**src/rtl/lsmc_pkg.sv**
```systemverilog
// ----------------------------------------------------------------------------
// Lane steering mode controller package
// Codes, constants and shared types of the lane steering mode controller.
// ----------------------------------------------------------------------------
package lsmc_pkg;

  localparam int CfgIndexWidth = 3;
  localparam int CfgDataWidth  = 15;

  // Register indexes on the configuration port.
  localparam logic [CfgIndexWidth-1:0] REG_LOW_THRESHOLD  = 3'd0;
  localparam logic [CfgIndexWidth-1:0] REG_HIGH_THRESHOLD = 3'd1;
  localparam logic [CfgIndexWidth-1:0] REG_STEER_GAIN     = 3'd2;
  localparam logic [CfgIndexWidth-1:0] REG_PIVOT_TICKS    = 3'd3;
  localparam logic [CfgIndexWidth-1:0] REG_HARD_TURN_RATE = 3'd4;
  localparam logic [CfgIndexWidth-1:0] REG_CRUISE_SPEED   = 3'd5;

  // Event commands.
  localparam logic [2:0] CMD_LEFT_DEV   = 3'd0;
  localparam logic [2:0] CMD_RIGHT_DEV  = 3'd1;
  localparam logic [2:0] CMD_LEFT_KIND  = 3'd2;
  localparam logic [2:0] CMD_RIGHT_KIND = 3'd3;
  localparam logic [2:0] CMD_OBSTACLE   = 3'd4;
  localparam logic [2:0] CMD_PARK       = 3'd5;

  // Park orders.
  localparam logic [3:0] PARK_RF     = 4'd1;
  localparam logic [3:0] PARK_FOLLOW = 4'd8;
  localparam logic [3:0] PARK_STOP   = 4'd9;
  localparam logic [3:0] PARK_END    = 4'd10;

  // Mode flag bit positions.
  localparam int M_RF     = 0;
  localparam int M_LF     = 1;
  localparam int M_LB     = 2;
  localparam int M_RB     = 3;
  localparam int M_FRONT  = 4;
  localparam int M_BACK   = 5;
  localparam int M_ALIGN  = 6;
  localparam int M_FOLLOW = 7;
  localparam int M_STOP   = 8;
  localparam logic [8:0] MASK_STOP = 9'h100;

  // Line kinds, obstacle sides, turn sides and alignment codes.
  localparam logic [1:0] KIND_DASHED     = 2'd1;
  localparam logic [1:0] KIND_CONTINUOUS = 2'd2;
  localparam logic [1:0] OBS_RIGHT       = 2'd1;
  localparam logic [1:0] OBS_LEFT        = 2'd2;
  localparam logic [1:0] SIDE_NONE       = 2'd0;
  localparam logic [1:0] SIDE_LEFT       = 2'd1;
  localparam logic [1:0] SIDE_RIGHT      = 2'd2;
  localparam logic [1:0] ALIGN_LEFT      = 2'd1;
  localparam logic [1:0] ALIGN_RIGHT     = 2'd2;
  localparam logic [1:0] ALIGN_CENTER    = 2'd3;

  // Fixed manoeuvre values.
  localparam logic signed [15:0] PIVOT_STEER = 16'sd112;
  localparam logic signed [15:0] STEER_MAX   = 16'sd32767;
  localparam logic signed [7:0]  CREEP_FWD   = 8'sd1;
  localparam logic signed [7:0]  CREEP_BACK  = -8'sd2;
  localparam logic signed [7:0]  BACK_SPEED  = -8'sd10;
  localparam logic signed [7:0]  SPEED_MIN   = -8'sd128;
  localparam logic signed [7:0]  SPEED_MAX   = 8'sd127;
  localparam logic [23:0]        ROUND_HALF  = 24'd128;

  typedef struct packed {
    logic [14:0]        low_threshold;
    logic [14:0]        high_threshold;
    logic [7:0]         steer_gain;
    logic [7:0]         pivot_ticks;
    logic [14:0]        hard_turn_rate;
    logic signed [7:0]  cruise_speed;
  } cfg_t;

  typedef struct packed {
    logic [2:0]         command;
    logic signed [15:0] deviation;
    logic [1:0]         line_kind;
    logic [1:0]         obstacle_side;
    logic [3:0]         park_order;
  } item_t;

  typedef struct packed {
    logic [8:0]         mode_flags;
    logic [1:0]         obstacle_flags;
    logic [1:0]         left_kind;
    logic [1:0]         right_kind;
    logic signed [15:0] steering_hold;
    logic signed [7:0]  speed_hold;
    logic [7:0]         pivot_count;
    logic [1:0]         last_turn_side;
    logic [1:0]         alignment_hold;
  } state_t;

endpackage

```
**src/rtl/lsmc_if.sv**
```systemverilog
// ----------------------------------------------------------------------------
// Lane steering mode controller channels
// Valid/ready channels for events in and held results out.
// ----------------------------------------------------------------------------
interface lsmc_req_if;
  logic               valid;
  logic               ready;
  logic [2:0]         command;
  logic signed [15:0] deviation;
  logic [1:0]         line_kind;
  logic [1:0]         obstacle_side;
  logic [3:0]         park_order;

  modport source (
    output valid, command, deviation, line_kind, obstacle_side, park_order,
    input  ready
  );
  modport sink (
    input  valid, command, deviation, line_kind, obstacle_side, park_order,
    output ready
  );
endinterface

interface lsmc_rsp_if;
  logic               valid;
  logic               ready;
  logic signed [7:0]  speed;
  logic signed [15:0] steering;
  logic [1:0]         alignment;

  modport source (
    output valid, speed, steering, alignment,
    input  ready
  );
  modport sink (
    input  valid, speed, steering, alignment,
    output ready
  );
endinterface

```
**src/rtl/lsmc_cfg.sv**
```systemverilog
// ----------------------------------------------------------------------------
// Lane steering mode controller configuration registers
// Holds the thresholds, gain, pivot length, turn rate and cruise speed.
// ----------------------------------------------------------------------------
module lsmc_cfg
  import lsmc_pkg::*;
(
  input  logic                     clk,
  input  logic                     rst,
  input  logic                     cfg_we,
  input  logic [CfgIndexWidth-1:0] cfg_index,
  input  logic [CfgDataWidth-1:0]  cfg_data,
  output cfg_t                     cfg
);

  always_ff @(posedge clk) begin
    if (rst) begin
      cfg.low_threshold  <= 15'd1760;
      cfg.high_threshold <= 15'd2000;
      cfg.steer_gain     <= 8'd51;
      cfg.pivot_ticks    <= 8'd200;
      cfg.hard_turn_rate <= 15'd160;
      cfg.cruise_speed   <= 8'sd50;
    end else if (cfg_we) begin
      unique case (cfg_index)
        REG_LOW_THRESHOLD:  cfg.low_threshold  <= cfg_data;
        REG_HIGH_THRESHOLD: cfg.high_threshold <= cfg_data;
        REG_STEER_GAIN:     cfg.steer_gain     <= cfg_data[7:0];
        REG_PIVOT_TICKS:    cfg.pivot_ticks    <= cfg_data[7:0];
        REG_HARD_TURN_RATE: cfg.hard_turn_rate <= cfg_data;
        REG_CRUISE_SPEED:   cfg.cruise_speed   <= $signed(cfg_data[7:0]);
        default: begin
        end
      endcase
    end
  end

endmodule

```
**src/rtl/lsmc_decide.sv**
```systemverilog
// ----------------------------------------------------------------------------
// Lane steering mode controller decision logic
// Works out the next controller state from one event and the present state.
// ----------------------------------------------------------------------------
module lsmc_decide
  import lsmc_pkg::*;
(
  input  cfg_t   cfg,
  input  item_t  item,
  input  state_t st,
  output state_t st_next
);

  logic               run;
  logic [1:0]         side;
  logic signed [15:0] dev;
  logic [8:0]         mode;
  logic signed [7:0]  spd;
  logic               below_low;
  logic               above_high;
  logic [14:0]        diff;
  logic [23:0]        prod;
  logic [15:0]        scaled;
  logic signed [15:0] mag;
  logic signed [15:0] hard;

  always_comb begin
    st_next = st;
    run     = 1'b0;
    side    = SIDE_NONE;
    dev     = '0;
    mode    = st.mode_flags;

    case (item.command)
      CMD_LEFT_DEV: begin
        run  = 1'b1;
        side = SIDE_LEFT;
        dev  = item.deviation;
      end
      CMD_RIGHT_DEV: begin
        run  = 1'b1;
        side = SIDE_RIGHT;
        dev  = item.deviation;
      end
      CMD_LEFT_KIND:  st_next.left_kind  = item.line_kind;
      CMD_RIGHT_KIND: st_next.right_kind = item.line_kind;
      CMD_OBSTACLE: begin
        if (item.obstacle_side == OBS_RIGHT) begin
          st_next.obstacle_flags[0] = 1'b1;
        end else if (item.obstacle_side == OBS_LEFT) begin
          st_next.obstacle_flags[1] = 1'b1;
        end
      end
      CMD_PARK: begin
        run = 1'b1;
        if (item.park_order >= PARK_RF && item.park_order <= PARK_FOLLOW) begin
          mode = (mode & ~MASK_STOP) | (9'd1 << (item.park_order - PARK_RF));
        end else if (item.park_order == PARK_STOP) begin
          mode = mode | MASK_STOP;
        end else if (item.park_order == PARK_END) begin
          mode = '0;
        end
      end
      default: begin
      end
    endcase

    below_low  = !dev[15] && (dev != 16'sd0) && (dev[14:0] < cfg.low_threshold);
    above_high = !dev[15] && (dev[14:0] > cfg.high_threshold);
    diff       = mode[M_FOLLOW] ? (dev[14:0] - cfg.high_threshold)
                                : (cfg.low_threshold - dev[14:0]);
    prod       = 24'(diff) * 24'(cfg.steer_gain) + ROUND_HALF;
    scaled     = prod[23:8];
    mag        = scaled[15] ? STEER_MAX : $signed({1'b0, scaled[14:0]});
    hard       = $signed({1'b0, cfg.hard_turn_rate});
    spd        = cfg.cruise_speed;

    if (run) begin
      if (mode[M_STOP]) begin
        st_next.pivot_count = '0;
        spd  = '0;
        mode = MASK_STOP;
      end else if (mode[M_FRONT]) begin
        st_next.steering_hold = '0;
      end else if (mode[M_BACK]) begin
        st_next.steering_hold = '0;
        spd = (cfg.cruise_speed == SPEED_MIN) ? SPEED_MAX : -cfg.cruise_speed;
      end else if (mode[M_RF] || mode[M_LF]) begin
        if (st.pivot_count < cfg.pivot_ticks) begin
          spd = CREEP_FWD;
          st_next.pivot_count = st.pivot_count + 8'd1;
        end
        st_next.steering_hold = mode[M_RF] ? -PIVOT_STEER : PIVOT_STEER;
      end else if (mode[M_LB] || mode[M_RB]) begin
        if (st.pivot_count < cfg.pivot_ticks) begin
          spd = CREEP_BACK;
          st_next.pivot_count = st.pivot_count + 8'd1;
        end else begin
          spd = BACK_SPEED;
        end
        st_next.steering_hold = mode[M_LB] ? -PIVOT_STEER : PIVOT_STEER;
      end else if (mode[M_FOLLOW]) begin
        if (above_high) begin
          if (side == SIDE_LEFT) begin
            st_next.steering_hold = mag;
          end else if (side == SIDE_RIGHT) begin
            st_next.steering_hold = -mag;
          end
        end
      end else if (st.obstacle_flags[0]) begin
        if (st.right_kind == KIND_DASHED) begin
          st_next.steering_hold = -hard;
        end else if (st.right_kind == KIND_CONTINUOUS) begin
          st_next.obstacle_flags[0] = 1'b0;
        end
      end else if (st.obstacle_flags[1]) begin
        if (st.left_kind == KIND_DASHED) begin
          st_next.steering_hold = hard;
        end else if (st.left_kind == KIND_CONTINUOUS) begin
          st_next.obstacle_flags[1] = 1'b0;
        end
      end else begin
        if (below_low) begin
          if (side == SIDE_LEFT) begin
            st_next.steering_hold  = -mag;
            st_next.last_turn_side = SIDE_LEFT;
            st_next.alignment_hold = ALIGN_LEFT;
          end else if (side == SIDE_RIGHT) begin
            st_next.steering_hold  = mag;
            st_next.last_turn_side = SIDE_RIGHT;
            st_next.alignment_hold = ALIGN_RIGHT;
          end
        end else if (dev[15]) begin
          if (side == SIDE_LEFT) begin
            st_next.steering_hold  = hard;
            st_next.last_turn_side = SIDE_LEFT;
            st_next.alignment_hold = ALIGN_LEFT;
          end else if (side == SIDE_RIGHT) begin
            st_next.steering_hold  = -hard;
            st_next.last_turn_side = SIDE_RIGHT;
            st_next.alignment_hold = ALIGN_RIGHT;
          end
        end else if (side == st.last_turn_side) begin
          st_next.alignment_hold = ALIGN_CENTER;
          st_next.steering_hold  = '0;
        end
      end

      if (mode[M_ALIGN]) begin
        if (below_low || dev[15]) begin
          if (side != SIDE_NONE) begin
            st_next.alignment_hold = side;
          end
        end else if (side == st_next.last_turn_side) begin
          st_next.alignment_hold = ALIGN_CENTER;
        end
      end

      st_next.speed_hold = spd;
      st_next.mode_flags = mode;
    end
  end

endmodule

```
**src/rtl/lane_steering_mode_controller.sv**
```systemverilog
// ----------------------------------------------------------------------------
// Lane steering mode controller
// Reacts to lane, line type, obstacle and park events with held speed,
// steering and alignment commands.
// ----------------------------------------------------------------------------
//  Channel   Direction  Payload                                   Transfers
//  req       in         command, deviation, line_kind,            one event
//                       obstacle_side, park_order
//  rsp       out        speed, steering, alignment                one result
//  cfg_*     in         cfg_index, cfg_data                       one write
//
//  An event is registered on transfer and its result is registered once the
//  result register is free; one event is taken every cycle unless stalled.
//  The rate is set by the single decision stage between the event register
//  and the result register, which also updates the controller state.
//  A stalled result holds the decision stage; req.ready drops only then.
//  Synchronous reset clears all mode, obstacle and held state.
// ----------------------------------------------------------------------------
module lane_steering_mode_controller
  import lsmc_pkg::*;
(
  input  logic                     clk,
  input  logic                     rst,
  input  logic                     cfg_we,
  input  logic [CfgIndexWidth-1:0] cfg_index,
  input  logic [CfgDataWidth-1:0]  cfg_data,
  lsmc_req_if.sink                 req,
  lsmc_rsp_if.source               rsp
);

  cfg_t   cfg;
  item_t  item;
  state_t st;
  state_t st_next;
  logic   item_valid;
  logic   out_valid;
  logic   fire;
  logic signed [7:0]  speed;
  logic signed [15:0] steering;
  logic [1:0]         alignment;

  lsmc_cfg u_cfg (
    .clk       (clk),
    .rst       (rst),
    .cfg_we    (cfg_we),
    .cfg_index (cfg_index),
    .cfg_data  (cfg_data),
    .cfg       (cfg)
  );

  lsmc_decide u_decide (
    .cfg     (cfg),
    .item    (item),
    .st      (st),
    .st_next (st_next)
  );

  assign fire      = item_valid && (!out_valid || rsp.ready);
  assign req.ready = !item_valid || fire;

  always_ff @(posedge clk) begin
    if (rst) begin
      item_valid <= 1'b0;
      out_valid  <= 1'b0;
      st         <= '0;
    end else begin
      if (req.ready) begin
        item_valid <= req.valid;
      end
      if (fire) begin
        st        <= st_next;
        out_valid <= 1'b1;
      end else if (rsp.ready) begin
        out_valid <= 1'b0;
      end
    end
  end

  always_ff @(posedge clk) begin
    if (req.valid && req.ready) begin
      item.command       <= req.command;
      item.deviation     <= req.deviation;
      item.line_kind     <= req.line_kind;
      item.obstacle_side <= req.obstacle_side;
      item.park_order    <= req.park_order;
    end
    if (fire) begin
      speed     <= st_next.speed_hold;
      steering  <= st_next.steering_hold;
      alignment <= st_next.alignment_hold;
    end
  end

  assign rsp.valid     = out_valid;
  assign rsp.speed     = speed;
  assign rsp.steering  = steering;
  assign rsp.alignment = alignment;

endmodule
```
**src/flat_wrapper.sv**
```systemverilog
// flat-port wrapper written by rule: the top's interface ports become plain ports
module lane_steering_mode_controller_flat import lsmc_pkg::*;
  (clk, rst, cfg_we, cfg_index, cfg_data, req_valid, req_command, req_deviation, req_line_kind, req_obstacle_side, req_park_order, req_ready, rsp_valid, rsp_speed, rsp_steering, rsp_alignment, rsp_ready);
  lsmc_req_if req_i ();
  lsmc_rsp_if rsp_i ();
  input  logic clk;
  input  logic rst;
  input  logic cfg_we;
  input  logic [CfgIndexWidth-1:0] cfg_index;
  input  logic [CfgDataWidth-1:0] cfg_data;
  input wire logic [$bits(req_i.valid)-1:0] req_valid;
  input wire logic [$bits(req_i.command)-1:0] req_command;
  input wire logic [$bits(req_i.deviation)-1:0] req_deviation;
  input wire logic [$bits(req_i.line_kind)-1:0] req_line_kind;
  input wire logic [$bits(req_i.obstacle_side)-1:0] req_obstacle_side;
  input wire logic [$bits(req_i.park_order)-1:0] req_park_order;
  output wire logic [$bits(req_i.ready)-1:0] req_ready;
  output wire logic [$bits(rsp_i.valid)-1:0] rsp_valid;
  output wire logic [$bits(rsp_i.speed)-1:0] rsp_speed;
  output wire logic [$bits(rsp_i.steering)-1:0] rsp_steering;
  output wire logic [$bits(rsp_i.alignment)-1:0] rsp_alignment;
  input wire logic [$bits(rsp_i.ready)-1:0] rsp_ready;
  assign req_i.valid = req_valid;
  assign req_i.command = req_command;
  assign req_i.deviation = req_deviation;
  assign req_i.line_kind = req_line_kind;
  assign req_i.obstacle_side = req_obstacle_side;
  assign req_i.park_order = req_park_order;
  assign req_ready = req_i.ready;
  assign rsp_valid = rsp_i.valid;
  assign rsp_speed = rsp_i.speed;
  assign rsp_steering = rsp_i.steering;
  assign rsp_alignment = rsp_i.alignment;
  assign rsp_i.ready = rsp_ready;
  lane_steering_mode_controller u_core (.clk(clk), .rst(rst), .cfg_we(cfg_we), .cfg_index(cfg_index), .cfg_data(cfg_data), .req(req_i), .rsp(rsp_i));
endmodule
```
**config.mk**
```make
export PLATFORM = sky130hd
export DESIGN_NAME = lane_steering_mode_controller_flat
export DESIGN_NICKNAME = d
export VERILOG_FILES = /design/src/rtl/lsmc_pkg.sv /design/src/rtl/lsmc_if.sv /design/src/rtl/lsmc_cfg.sv /design/src/rtl/lsmc_decide.sv /design/src/rtl/lane_steering_mode_controller.sv /design/src/flat_wrapper.sv
export SDC_FILE = /design/constraint.sdc
export NUM_CORES = 1
export LEC_CHECK = 0
export BUFFER_PORTS_ARGS = -buffer_cell sky130_fd_sc_hd__buf_2
export CAP_MARGIN = 20
export CORE_MARGIN = 1.5
export CORE_UTILIZATION = 51
export CTS_CLUSTER_DIAMETER = 40
export DETAILED_ROUTE_END_ITERATION = 8
export GPL_TIMING_DRIVEN = 0
export PLACE_DENSITY = 0.68
export SLEW_MARGIN = 25
export SYNTH_ARGS = -nofsm -noshare
export SYNTH_HDL_FRONTEND = slang
export SYNTH_HIERARCHICAL = 1
export SYNTH_SLANG_ARGS = --single-unit
```
**constraint.sdc**
```tcl
create_clock -name clk -period 10 [get_ports clk]
set_input_delay 2 -clock clk [delete_from_list [all_inputs] [get_ports clk]]
set_output_delay 2 -clock clk [all_outputs]
set_load 0.05 [all_outputs]
```
* After elaboration in Yosys (flattened, before gate mapping) *
Cells that the tools add are included.

operators by class
  $add $sub $neg = 8
  multipliers = 1
  $lt $le $gt $ge = 5
  eq/ne operators = 25
  shift operators = 1
  mux-type cells = 85
  bitwise logic cells = 1
  reductions and logical operators = 32

operators by type and width
  operator                                                           number
  16-bit 2-to-1 mux                                                  23
  8-bit 2-to-1 mux                                                   11
  9-bit 2-to-1 mux                                                   6
  4-bit 2-to-1 mux                                                   11
  36-bit 2-to-1 mux                                                  1
  15-bit negator with 16-bit output                                  2
  15-bit 2-to-1 mux                                                  2
  2-bit 2-to-1 mux                                                   15
  15-bit subtractor                                                  2
  23-bit by 8-bit adder with 24-bit output, second input constant    1
  12-bit 2-to-1 mux                                                  2
  15-bit by 8-bit multiplier with 23-bit output                      1
  2-bit AND reduction                                                9
  16-bit nonzero test                                                1
  15-bit greater-than comparator                                     1
  15-bit < comparator                                                1
  1-bit 2-to-1 mux                                                   13
  3-bit by 2-bit == test with 1-bit output, second input constant    4
  3-bit == test, second input constant                               4
  8-bit by 9-bit OR with 9-bit output                                1
  1-bit by 4-bit left shift with 9-bit output, first input constant  1
  8-bit by 1-bit adder with 8-bit output, second input constant      1
  2-bit by 1-bit == test with 1-bit output, second input constant    4
  2-bit == test, second input constant                               4
  20 further kinds                                                   37

storage, ports and cells
  register bits = 175
  input bits = 50
  word-level logic and storage cells = 183

* Longest topological paths before layout *
  depth in word-level cells = 21
  mapped depth = 42
  depth with buffers taken out = 36

* By module *
The synthesis kept the hierarchy.

modules (own cells, without submodules)
  module                         times used  cells an instance  area each (um^2)  seq. area each (um^2)
  lsmc_decide                    1           1519               10528.8           0.0
  lane_steering_mode_controller  1           284                3960.0            2652.5
  lsmc_cfg                       1           263                2797.7            1381.3

* Worst setup path after synthesis *
No wires, ideal clock.

  kind = register to register
  start point = register u_core/item[25] (netlist name)
  end point = register u_core.steering[13] (netlist: u_core/rsp.steering[13]), data pin
  library setup time = 0.272 ns
  arrival = 8.424 ns
  path slack = 1.304 ns
  cell stages (with the launch flop) = 36
  path buffers = 4
  cells stage by stage = edfxtp_1 -> clkbuf_1 -> nor2_1 -> clkbuf_1 -> buf_1 -> nand2_1 -> inv_1 -> ha_1 -> inv_1 -> ha_1 -> a21oi_1 -> o21bai_1 -> a21oi_1 -> o21ai_1 -> a211oi_1 -> o21ai_0 -> a21o_1 -> a31oi_1 -> nor2b_1 -> fa_1 -> fa_1 -> fa_1 -> inv_1 -> fa_1 -> inv_1 -> ha_1 -> clkbuf_1 -> and3_1 -> and3_1 -> a2111oi_4 -> xor2_1 -> nand4_2 -> nor3_2 -> a22o_1 -> a211oi_1 -> or3b_1

RTL lines
  element               line                                 source
  end signal, assigned  lane_steering_mode_controller.sv:89  steering <= st_next.steering_hold;
  end, declared         lane_steering_mode_controller.sv:39  logic signed [15:0] steering;

==> impl_metrics.toml <==
[synth]
syn_inst = 2066
syn_avg_cell_area_um2 = 8.37
synth-main-ff-cell = "dfxtp_1"
synth_nets = 2292
synth_cell_types = 100
synth_seq_cells = 175
syn_area_um2 = 17300
async_flop_share_pct = 0
yosys_warnings = 6
synth_edf_count = 53
yosysSeqAreaShare_pct = 23.3

[floorplan]
start_util_pct = 51.7
num_io_pins = 78
dieHeight_um = 187
core_area_um2 = 33400
die-area_um2 = 35000
num_rows = 67
die_x_um = 187

[clocking]
cts_max_path_buffers = 2
cts_tree = "built"
cts_num_sinks = 175
ctsHoldBuffers = 0
cts_root_buf = "clkbuf_16"
clk_pin_slew_ns = 0.08
cts_htree_levels = 4
cts_buffers = 17
clk_latency_ns = 0.46

[route]
wire_per_inst_um = 21.0
wl_met1_um = 23800
ant_nets = 0
first_pass_iters = 6
viasPerCell = 6.09
num_vias = 16000
routed-wl-met2_um = 25200
routed-wl-met3_um = 4350
highest_layer = "met4"
drc = 0
drt_wl_total_um = 55200
drt_iter0_markers = 1530

[global_routing]
antenna_found_initial = 0
grt_pass1_wl_um = 86000
grt_max_degree = 36
grt_overflow = 0
grt_use_total_pct = 31.4
grt_pass1_vias = 15700

[setup_path]
slowest_stage = "fa_1"
crit_top_cell = "fa_1"
critPathRequiredTime_ns = 10.35
critPathArrivalTime_ns = 9.97
crit_fanout = 10
crit_type = "flop to flop"
cp-start-kind = "flop"
crit_path_end_kind = "flop"
cpPeakStageDelay_ns = 0.55

[cells_and_area]
finalNetCount = 2393
drive_gt1_share_pct = 10.0
area.sequential_um2 = 4030
fillers = 3131
multi_input_area_um2 = 12300
final_cells = 2630
syn2layout_area_growth_pct = 10.5

[place]
hpwl_um = 43000
globalplace.congestion = 0.991
numPortBuffers = 76
place_inst = 2591

[pwr]
power_leakage_nw = 8.23
p_per_area_nw_per_um2 = 222
irDropWorstVdd_mv = 0.248
totalPowerFinal_mw = 4.24

[timing]
clock.fmax_ghz = 0.104
hold_viol_final = 0
finalCritPeriodShare_pct = 96.2
setup_violations = 0
fin_skew_ns = 0.0284
period_needed_ns = 9.62
maxSlewHeadroom_pct = 20.8
slew_viol_final = 0
worstMarginPinSlew_ns = 1.18

[status]
status = "completed"

[job]
maxCapViolations = 0

[min_path]
hold_path.class = "flop to flop"
-- stage by stage --
step                      hold slack [ns]  area (µm²)  setup slack (ns)  utilization, %  TNS [ns]
after floorplan                     0.447       17300              1.30               -         0
after global placement              0.458       18200             -1.37            54.5    -36.29
after detailed placement            0.468       18300             -1.42            54.6    -37.92
after CTS                           0.482       18900            0.0468            56.6         0
after global routing                0.497       19100           -0.0356            57.1   -0.0382
final                               0.479       19100             0.378            57.1         0
-- critical path: cells and delay by family, from the launching register on --
family,cells,cell delay [ns]
buffers and inverters,6,1.03
adder cells (fa/ha/maj),6,2.60
AO/OA/AOI/OAI,11,2.47
flip-flops,1,0.49
AND/OR/NAND/NOR,10,2.36
XOR/XNOR,2,0.49
multiplexers,1,0.06
-- where the power goes --
part           total [mW]  switching (mW)  internal, mW
registers           0.774          0.0201         0.754
logic                2.79            1.74          1.05
clock network       0.679           0.325         0.354
total                4.24            2.09          2.16
-- metal layers --
metal | track usage (%) | up-vias
met5 | 0 | -
met4 | 12.1 | 0
met3 | 6.51 | 122
met2 | 50.8 | 701
met1 | 41.1 | 7759
li1 | - | 7445
-- Yosys cell counts, types with 10 or more instances --
cell,instances,area [µm²]
edfxtp_1,53,1590
mux2i_1,139,1390
clkbuf_1,74,278
nor2b_1,33,206
a22oi_1,10,75.1
inv_1,153,574
xor2_1,34,298
and3_1,24,150
nor2_1,138,518
a211oi_1,22,165
dfxtp_1,122,2440
or3_1,10,62.6
a31oi_1,25,156
nand3_1,33,165
o211ai_1,21,158
xnor2_1,37,324
or2_2,14,87.6
buf_2,22,110
a21o_1,31,233
nand2_1,166,623
o21ai_0,77,385
fa_1,78,1560
nand2b_1,179,1120
a21oi_1,105,526
nor3_1,30,150
ha_1,98,1230
o21a_1,11,82.6
o31ai_1,17,128
nor4_1,13,81.3
and2_1,86,538
-- layout by cell type (no fill, tap or decap), types with 31 or more instances in the layout --
| master | n |
|---|---|
| a21o_1 | 31 |
| a21oi_1 | 98 |
| and2_1 | 86 |
| buf_2 | 98 |
| clkbuf_1 | 67 |
| dfxtp_1 | 122 |
| edfxtp_1 | 53 |
| fa_1 | 78 |
| ha_1 | 98 |
| inv_1 | 153 |
| mux2i_1 | 138 |
| nand2_1 | 166 |
| nand2b_1 | 179 |
| nand3_1 | 33 |
| nor2_1 | 137 |
| nor2b_1 | 33 |
| o21ai_0 | 76 |
| xnor2_1 | 37 |
| xor2_1 | 33 |
-- registers in the layout, summed over array words and instances, names as in the netlist --
signal                count
u_core/rsp.steering      16
u_core/u_cfg/cfg         69
u_core/rsp.speed          8
u_core/st                51
u_core/item              27
u_core/item_valid         1
u_core/rsp.valid          1
u_core/rsp.alignment      2
-- cells by family (layout without fill, tap and decap cells) --
| kind of cell | after synthesis | after routing | synth area share (%) |
|---|---|---|---|
| and+or+nand+nor | 798 | 798 | 25.1 |
| adders and majority gates | 176 | 176 | 16.1 |
| other | 0 | 2 | 0 |
| buffers and inverters | 266 | 380 | 6.30 |
| xor gates and xnor gates | 71 | 71 | 3.60 |
| AOI/OAI and AO/OA | 433 | 433 | 17.0 |
| muxes | 147 | 147 | 8.58 |
| DFF | 175 | 175 | 23.3 |
-- worst paths after layout --
path	to	cells past startpoint	slack (ns)	startpoint
worst max-delay path	u_core/st[33]$_SDFFE_PP0P_	36	0.38	u_core/item[25]$_DFFE_PP_
worst min-delay path	u_core/u_cfg/cfg[51]$_SDFFE_PP0P_	2	0.48	u_core/u_cfg/cfg[51]$_SDFFE_PP0P_
worst max register to register	u_core/st[33]$_SDFFE_PP0P_	36	0.38	u_core/item[25]$_DFFE_PP_
worst min register to register	u_core/u_cfg/cfg[51]$_SDFFE_PP0P_	2	0.48	u_core/u_cfg/cfg[51]$_SDFFE_PP0P_
-- cell type report --
| cell class | instances | share of cell area (%) |
|---|---|---|
| Antenna cell | 2 | 0.0262 |
| Clock buffer | 19 | 2.43 |
| Timing Repair Buffer | 83 | 2.37 |
| Clock inverter | 13 | 0.733 |
| Multi-Input combinational cell | 1625 | 64.6 |
| Buffer | 110 | 2.74 |
| Sequential cell | 175 | 21.1 |
| Tap cell | 448 | 2.93 |
| Inverter | 155 | 3.04 |
-- repair_timing --
action                                  CTS  global route
setup buffers                             0             6
endpoints found under the setup margin   32            32
pin swaps                                 0             4
gates resized for setup                  18            27
Note: power is estimated with default switching activity, not from simulation.
